==> config.mk <==
export PLATFORM = sky130hd
export DESIGN_NAME = ekmf_ctrl
export DESIGN_NICKNAME = d
export VERILOG_FILES = /design/src/rtl/core/ekmf_pkg.sv /design/src/rtl/core/ekmf_ctrl.sv
export SDC_FILE = /design/constraint.sdc
export NUM_CORES = 1
export LEC_CHECK = 0
export ABC_AREA = 0
export BUFFER_PORTS_ARGS = -buffer_cell sky130_fd_sc_hd__buf_2
export CORE_ASPECT_RATIO = 0.9
export CORE_MARGIN = 4
export CORE_UTILIZATION = 30
export CTS_CLUSTER_SIZE = 8
export DETAILED_ROUTE_END_ITERATION = 12
export MAX_ROUTING_LAYER = met4
export PLACE_DENSITY = 0.56
export SLEW_MARGIN = 30
export SYNTH_ARGS = -nofsm -noshare
export SYNTH_HDL_FRONTEND = slang
export SYNTH_SLANG_ARGS = --single-unit
export TNS_END_PERCENT = 10
==> constraint.sdc <==
create_clock -name clk_i -period 1.8 [get_ports clk_i]
set_input_delay 0.36 -clock clk_i [delete_from_list [all_inputs] [get_ports clk_i]]
set_output_delay 0.36 -clock clk_i [all_outputs]
set_load 0.05 [all_outputs]
==> src/rtl/core/ekmf_pkg.sv <==
`timescale 1ns / 1ps
`default_nettype none

package ekmf_pkg;

  // Node and field widths, fixed by the request format
  localparam int NODE_W    = 6;
  localparam int MAX_NODES = 64;
  localparam int CAP_WIDTH = 16;
  localparam int FLOW_W    = 24;
  localparam int NCNT_W    = 7;
  localparam int STEP_W    = 7;
  localparam int QPTR_W    = 7;

  localparam int DEF_MAX_EDGE_ENTRIES = 256;

  // Command codes
  localparam logic [1:0] CMD_ADD     = 2'd0;
  localparam logic [1:0] CMD_COMPUTE = 2'd1;
  localparam logic [1:0] CMD_CLEAR   = 2'd2;

  // Status codes
  localparam logic [1:0] ST_OK       = 2'd0;
  localparam logic [1:0] ST_FULL     = 2'd1;
  localparam logic [1:0] ST_BAD_NODE = 2'd2;

  localparam logic [NCNT_W-1:0] NODE_COUNT_RESET = NCNT_W'(64);

  typedef enum logic [4:0] {
    S_IDLE,
    S_DECODE,
    S_ADD_REV,
    S_BFS_INIT,
    S_POP,
    S_CUR,
    S_SCAN,
    S_P1_PAR,
    S_P1_EDG,
    S_P1_UPD,
    S_P2_PAR,
    S_P2_EDG,
    S_P2_FWD,
    S_P2_REV,
    S_DONE
  } state_e;

  typedef enum logic [4:0] {
    OP_NONE,
    OP_LATCH,
    OP_CLEAR,
    OP_ADD_FWD,
    OP_ADD_REV,
    OP_BFS_INIT,
    OP_POP,
    OP_CUR,
    OP_SCAN,
    OP_WALK_START,
    OP_WALK2_START,
    OP_P_PAR,
    OP_P_EDG,
    OP_P1_UPD,
    OP_P2_FWD,
    OP_P2_REV,
    OP_TOTAL,
    OP_RESULT
  } op_e;

  typedef struct packed {
    op_e        op;
    logic [1:0] status;
  } ctrl_t;

  typedef struct packed {
    logic [1:0] cmd;
    logic       bad_node;
    logic       full;
    logic       q_nonempty;
    logic       sink_reached;
    logic       scan_done;
    logic       walk_end;
    logic       slot_free;
  } stat_t;

endpackage

`default_nettype wire

==> src/rtl/core/ekmf_ctrl.sv <==
`timescale 1ns / 1ps
`default_nettype none

module ekmf_ctrl (
  input  wire logic            clk_i,
  input  wire logic            rst_ni,
  input  wire logic            in_valid_i,
  output logic                 in_stall_o,
  input  wire ekmf_pkg::stat_t stat_i,
  output ekmf_pkg::ctrl_t      ctrl_o
);

  ekmf_pkg::state_e state_q, state_d;
  logic [1:0]       status_q, status_d;

  // Hold state and result status
  always_ff @(posedge clk_i or negedge rst_ni) begin
    if (!rst_ni) begin
      state_q  <= ekmf_pkg::S_IDLE;
      status_q <= ekmf_pkg::ST_OK;
    end else begin
      state_q  <= state_d;
      status_q <= status_d;
    end
  end

  // Sequence one request through decode, then an edge add or search and augment
  always_comb begin
    state_d       = state_q;
    status_d      = status_q;
    in_stall_o    = 1'b1;
    ctrl_o.op     = ekmf_pkg::OP_NONE;
    ctrl_o.status = status_q;
    case (state_q)
      ekmf_pkg::S_IDLE: begin
        in_stall_o = 1'b0;
        if (in_valid_i) begin
          ctrl_o.op = ekmf_pkg::OP_LATCH;
          state_d   = ekmf_pkg::S_DECODE;
        end
      end
      ekmf_pkg::S_DECODE: begin
        status_d = ekmf_pkg::ST_OK;
        state_d  = ekmf_pkg::S_DONE;
        case (stat_i.cmd)
          ekmf_pkg::CMD_ADD: begin
            if (stat_i.bad_node) begin
              status_d = ekmf_pkg::ST_BAD_NODE;
            end else if (stat_i.full) begin
              status_d = ekmf_pkg::ST_FULL;
            end else begin
              ctrl_o.op = ekmf_pkg::OP_ADD_FWD;
              state_d   = ekmf_pkg::S_ADD_REV;
            end
          end
          ekmf_pkg::CMD_COMPUTE: begin
            if (stat_i.bad_node) begin
              status_d = ekmf_pkg::ST_BAD_NODE;
            end else begin
              state_d = ekmf_pkg::S_BFS_INIT;
            end
          end
          ekmf_pkg::CMD_CLEAR: begin
            ctrl_o.op = ekmf_pkg::OP_CLEAR;
          end
          default: begin
          end
        endcase
      end
      ekmf_pkg::S_ADD_REV: begin
        ctrl_o.op = ekmf_pkg::OP_ADD_REV;
        state_d   = ekmf_pkg::S_DONE;
      end
      ekmf_pkg::S_BFS_INIT: begin
        ctrl_o.op = ekmf_pkg::OP_BFS_INIT;
        state_d   = ekmf_pkg::S_POP;
      end
      ekmf_pkg::S_POP: begin
        if (stat_i.sink_reached) begin
          ctrl_o.op = ekmf_pkg::OP_WALK_START;
          state_d   = ekmf_pkg::S_P1_PAR;
        end else if (stat_i.q_nonempty) begin
          ctrl_o.op = ekmf_pkg::OP_POP;
          state_d   = ekmf_pkg::S_CUR;
        end else begin
          state_d = ekmf_pkg::S_DONE;
        end
      end
      ekmf_pkg::S_CUR: begin
        ctrl_o.op = ekmf_pkg::OP_CUR;
        state_d   = ekmf_pkg::S_SCAN;
      end
      ekmf_pkg::S_SCAN: begin
        ctrl_o.op = ekmf_pkg::OP_SCAN;
        if (stat_i.scan_done) begin
          state_d = ekmf_pkg::S_POP;
        end
      end
      // First walk: find the bottleneck
      ekmf_pkg::S_P1_PAR: begin
        if (stat_i.walk_end) begin
          ctrl_o.op = ekmf_pkg::OP_WALK2_START;
          state_d   = ekmf_pkg::S_P2_PAR;
        end else begin
          ctrl_o.op = ekmf_pkg::OP_P_PAR;
          state_d   = ekmf_pkg::S_P1_EDG;
        end
      end
      ekmf_pkg::S_P1_EDG: begin
        ctrl_o.op = ekmf_pkg::OP_P_EDG;
        state_d   = ekmf_pkg::S_P1_UPD;
      end
      ekmf_pkg::S_P1_UPD: begin
        ctrl_o.op = ekmf_pkg::OP_P1_UPD;
        state_d   = ekmf_pkg::S_P1_PAR;
      end
      // Second walk: push the bottleneck along the path
      ekmf_pkg::S_P2_PAR: begin
        if (stat_i.walk_end) begin
          ctrl_o.op = ekmf_pkg::OP_TOTAL;
          state_d   = ekmf_pkg::S_BFS_INIT;
        end else begin
          ctrl_o.op = ekmf_pkg::OP_P_PAR;
          state_d   = ekmf_pkg::S_P2_EDG;
        end
      end
      ekmf_pkg::S_P2_EDG: begin
        ctrl_o.op = ekmf_pkg::OP_P_EDG;
        state_d   = ekmf_pkg::S_P2_FWD;
      end
      ekmf_pkg::S_P2_FWD: begin
        ctrl_o.op = ekmf_pkg::OP_P2_FWD;
        state_d   = ekmf_pkg::S_P2_REV;
      end
      ekmf_pkg::S_P2_REV: begin
        ctrl_o.op = ekmf_pkg::OP_P2_REV;
        state_d   = ekmf_pkg::S_P2_PAR;
      end
      ekmf_pkg::S_DONE: begin
        if (stat_i.slot_free) begin
          ctrl_o.op = ekmf_pkg::OP_RESULT;
          state_d   = ekmf_pkg::S_IDLE;
        end
      end
      default: begin
        state_d = ekmf_pkg::S_IDLE;
      end
    endcase
  end

endmodule

`default_nettype wire

* Word level (Yosys, flattened, before mapping)
Index checks and enable logic that the tools add are counted.
Word-level totals: bits in registers 7, bits in latches 0, RAM bits 0, bits in read-only memories 0, output and inout bits 8, memories 0
Operators by class: $add $sub $neg 0, multipliers 0, divide/modulo/power cells 0, order comparisons 0, equality and inequality tests 19, shifts and indexed selects 0, multiplexer cells 27, bitwise gates (word level) 0, reductions and logical operators 4
Operator list (number):
- 5-bit case mux with 15 select lines | 1
- 5-bit case mux with 14 select lines | 1
- 5-bit by 4-bit equality test with 1-bit output, second input constant | 7
- 4-bit two-way mux | 7
- 5-bit two-way mux | 5
- 5-bit by 3-bit equality test with 1-bit output, second input constant | 4
- 5-bit by 2-bit equality test with 1-bit output, second input constant | 2
- 2-bit two-way mux | 5
- 2-bit case mux with 2 select lines | 2
- 4-bit case mux with 2 select lines | 1
- 2-bit != test, second input constant | 3
- 5-bit by 1-bit equality test with 1-bit output, second input constant | 1
- 5-bit logical NOT | 1
- 1-bit two-way mux | 4
- 3-bit two-way mux | 1
- 3-bit AND reduction | 1
- 2-bit by 1-bit equality test with 1-bit output, second input constant | 1
- 2-bit equality test, second input constant | 1
- 2-bit logical NOT | 1
- 2-bit OR reduction | 1

* Longest topological paths before layout
depth after elaboration 4, mapped depth 5

* Least setup slack after synthesis
No wires, ideal clock.
kind flip-flop to output port, from reg state_q[1], to out ctrl_o[3] in the netlist's numbering, data arrival time 2833 ps, path slack -1393 ps, stages on the path, launching flop included 5, path buffers 1, path through dfrtp_1 -> nand2b_1 -> or3_1 -> buf_2 -> o311ai_0
RTL lines:
- start: declaration | line ekmf_ctrl.sv:13 | ekmf_pkg::state_e state_q, state_d;
- start signal: assignment | line ekmf_ctrl.sv:19 | state_q <= ekmf_pkg::S_IDLE;
- start signal: assignment | line ekmf_ctrl.sv:22 | state_q <= state_d;
- end: declaration | line ekmf_ctrl.sv:10 | output ekmf_pkg::ctrl_t ctrl_o

==> impl_metrics.csv <==
group,metric,value,unit
die,core_area,0.001952,sq mm
placed_design,placed_area,909.6,sq um
run,drv_cap,0,
final_layout,nFillCells,205,
status,status,"finished with violations",
yosys,yosysTopAreaCellShare,24.14,%
yosys,yosysWarnings,0,
yosys,syn_avg_cell_area,6.909,sq um
min_path,hold_path_end,"state_q[2]",
sta,setup_viol,6,
drt,wl_per_cell,14.32,microns
final_layout,diodes,0,
clock_network,cts_root_buffer,"clkbuf_4",
final_layout,drive_above_1_share,43.65,%
min_path,holdPathStages,4,
worst_setup_path,cp-end-kind,"output pin",
placed_design,gp_congestion,0.8836,
yosys,ys_seq_area_share,24.14,%
final_layout,fin_area,0.001022,sq mm
yosys,synth_top_cell_by_area,"dfrtp_1",
sta,slew_headroom,61.01,%
final_layout,area_growth,64.39,%
yosys,syn_nets,102,
global_routing,globalRouteTotalUtil,15.85,%
sta,fmax,435.0,MHz
power,ir_drop,0.001213,V
drt,drc,0,
yosys,syn_inst,90,
sta,worst_slack,-498.9,ps
worst_setup_path,setup.worst_path.class,"reg -> out",
worst_setup_path,rrSetupSlack,90,ps
worst_setup_path,rr_startpoint,"state_q[0]",
die,die_y,51.19,microns
die,rows,15,
final_layout,utilization,52.37,%
global_routing,grt-ovfl-total,0,
worst_setup_path,r2r-end,"state_q[2]",
yosys,synthTopCellsByArea,"dfrtp_1 24%, o21ai_0 10%, nand2_1 7.8%",
final_layout,mostFrequentLayoutCells,"18 x buf_4, 13 x nand2_1, 13 x buf_2",
min_path,hp-class,"in -> reg",
clock_network,clkLatencyLatePin,250,ps
global_routing,grt_pass1_wl,3456,microns
clock_network,path_clk_slew,50,ps
die,die_w,55.99,microns
sta,fin_worst_skew,7.779,ps
sta,rsz0062_at_grt,"yes",
global_routing,antenna_found_initial,0,
die,start_util,31.86,%
clock_network,h-tree-depth,1,
status,violations,"setup timing",
sta,post-route-period-util,127.7,%
die,ios,20,
drt,vias_per_cell,5.219,
clock_network,cts_made_buffers,3,
die,dieArea,0.002866,sq mm
drt,ant_nets,0,
sta,period_minus_slack,2299,ps
worst_setup_path,worstPathMaxFanout,3,
yosys,ys_types,31,
placed_design,hpwlAfterDp,1659,microns
worst_setup_path,setup.worst_path.start,"state_q[1]",
final_layout,mostFrequentLayoutCell,"buf_4",
clock_network,cts_num_sinks,6,
power,power_density,2159,mW/mm^2
clock_network,cts_tree,"built",
drt,wirelength,2162,microns
placed_design,port-buffer-count,19,
yosys,synth-seq-cells,6,
clock_network,cts_max_path_buffers,2,
sta,finalHoldViolCount,0,
drt,drt_first_pass_iters,4,
final_layout,finalNetCount,140,
sta,tightest_slew,583.4,ps
power,p_leak,0.0004526,uW
yosys,synth_area,621.8,sq um
worst_setup_path,arrival,1940,ps
global_routing,grt_pass1_vias,759,
sta,slew_violations,0,
worst_setup_path,r2r_cells,6,
drt,vias,788,
global_routing,grt_max_degree,21,
drt,first_iter_violations,13,
worst_setup_path,start_kind,"flip-flop",
min_path,holdCritStartpoint,"stat_i[2]",
worst_setup_path,crit_required,1440,ps
## routing by layer
layer,track usage (%),wire length [microns],vias up
met2,26.26,1055,17
met3,4.545,71,2
met5,-,0,-
li1,-,-,401
met1,20.15,1027,368
met4,1.186,8,0
## worst max-delay path by stage
stage / to / slack, ps
detailed placement: ctrl_o[2] / -310
global placement: ctrl_o[2] / -310
CTS: ctrl_o[2] / -500
global route: ctrl_o[2] / -550
finish: ctrl_o[2] / -500
floorplan: ctrl_o[2] / -400
## state kept, by name (all words and copies together) (netlist names)
name,flops
state_q,4
status_q,2
## where the power goes
| group | switching [uW] | internal, uW | leakage (uW) |
|---|---|---|---|
| registers | 53.0 | 204 | 0.0000727 |
| clock network | 52.8 | 75.7 | 0.0000138 |
| logic | 1080 | 740 | 0.000366 |
## cells in the mapped netlist
library cell / n
a211o_1: 1
o21ai_0: 13
nor3b_1: 2
o32ai_1: 1
clkbuf_1: 6
nand3_1: 3
o221ai_1: 1
or4_1: 1
o41ai_1: 1
a211oi_1: 2
nand2_1: 13
nor3_1: 2
o311ai_0: 1
a31oi_1: 1
mux2i_1: 1
nor2b_1: 5
o32a_1: 1
a2111oi_0: 1
a21oi_1: 3
or2_2: 1
or2b_1: 1
dfrtp_1: 6
and2b_1: 3
inv_1: 1
buf_2: 1
nand2b_1: 4
or3_1: 1
nor2_1: 9
a221o_1: 2
o21a_1: 1
or4b_1: 1
## worst max-delay path, stage by stage, from the launching register on
cell and delay [ps]:
dfrtp_1 380, nand2b_4 140, or3_4 330, or4b_4 510
a31oi_4 150, buf_6 180
## cell families after synthesis
logic type | Yosys count | synth area share [%]
AOI/OAI and AO/OA | 29 | 30.79
buffers and inverters | 8 | 5.029
DFF | 6 | 24.14
muxes | 1 | 1.610
and+or+nand+nor | 46 | 38.43
## timing repair
action                                 CTS  global route
gates resized for setup                 20             5
setup endpoints to repair                6             6
buffers inserted                         0             0
endpoints found under the hold margin    6             0
hold buffers                             1             0
## layout make-up
class	instances	area, sq um	area share (%)
Clock buffer	3	22.52	2.203
Inverter	1	7.507	0.7344
Multi-Input combinational cell	76	510.5	49.94
Sequential cell	6	150.1	14.69
Tap cell	25	31.28	3.060
Timing Repair Buffer	40	300.3	29.38
## per-stage QoR
step | worst slack [ps] | cells | hold slack (ps) | power (uW) | setup TNS (ps)
global route | -546.0 | 151 | 462.0 | 2341 | -1932
detailed placement | -311.2 | 147 | 195.3 | 1836 | -803.9
finish | -498.9 | 151 | 445.9 | 2207 | -1588
floorplan | -400.7 | 90 | 64.41 | 1355 | -990.8
CTS | -495.6 | 151 | 435.4 | 2151 | -1590
global placement | -308.6 | 147 | 189.2 | 1826 | -741.8
Power figures use the tool's default switching activity.
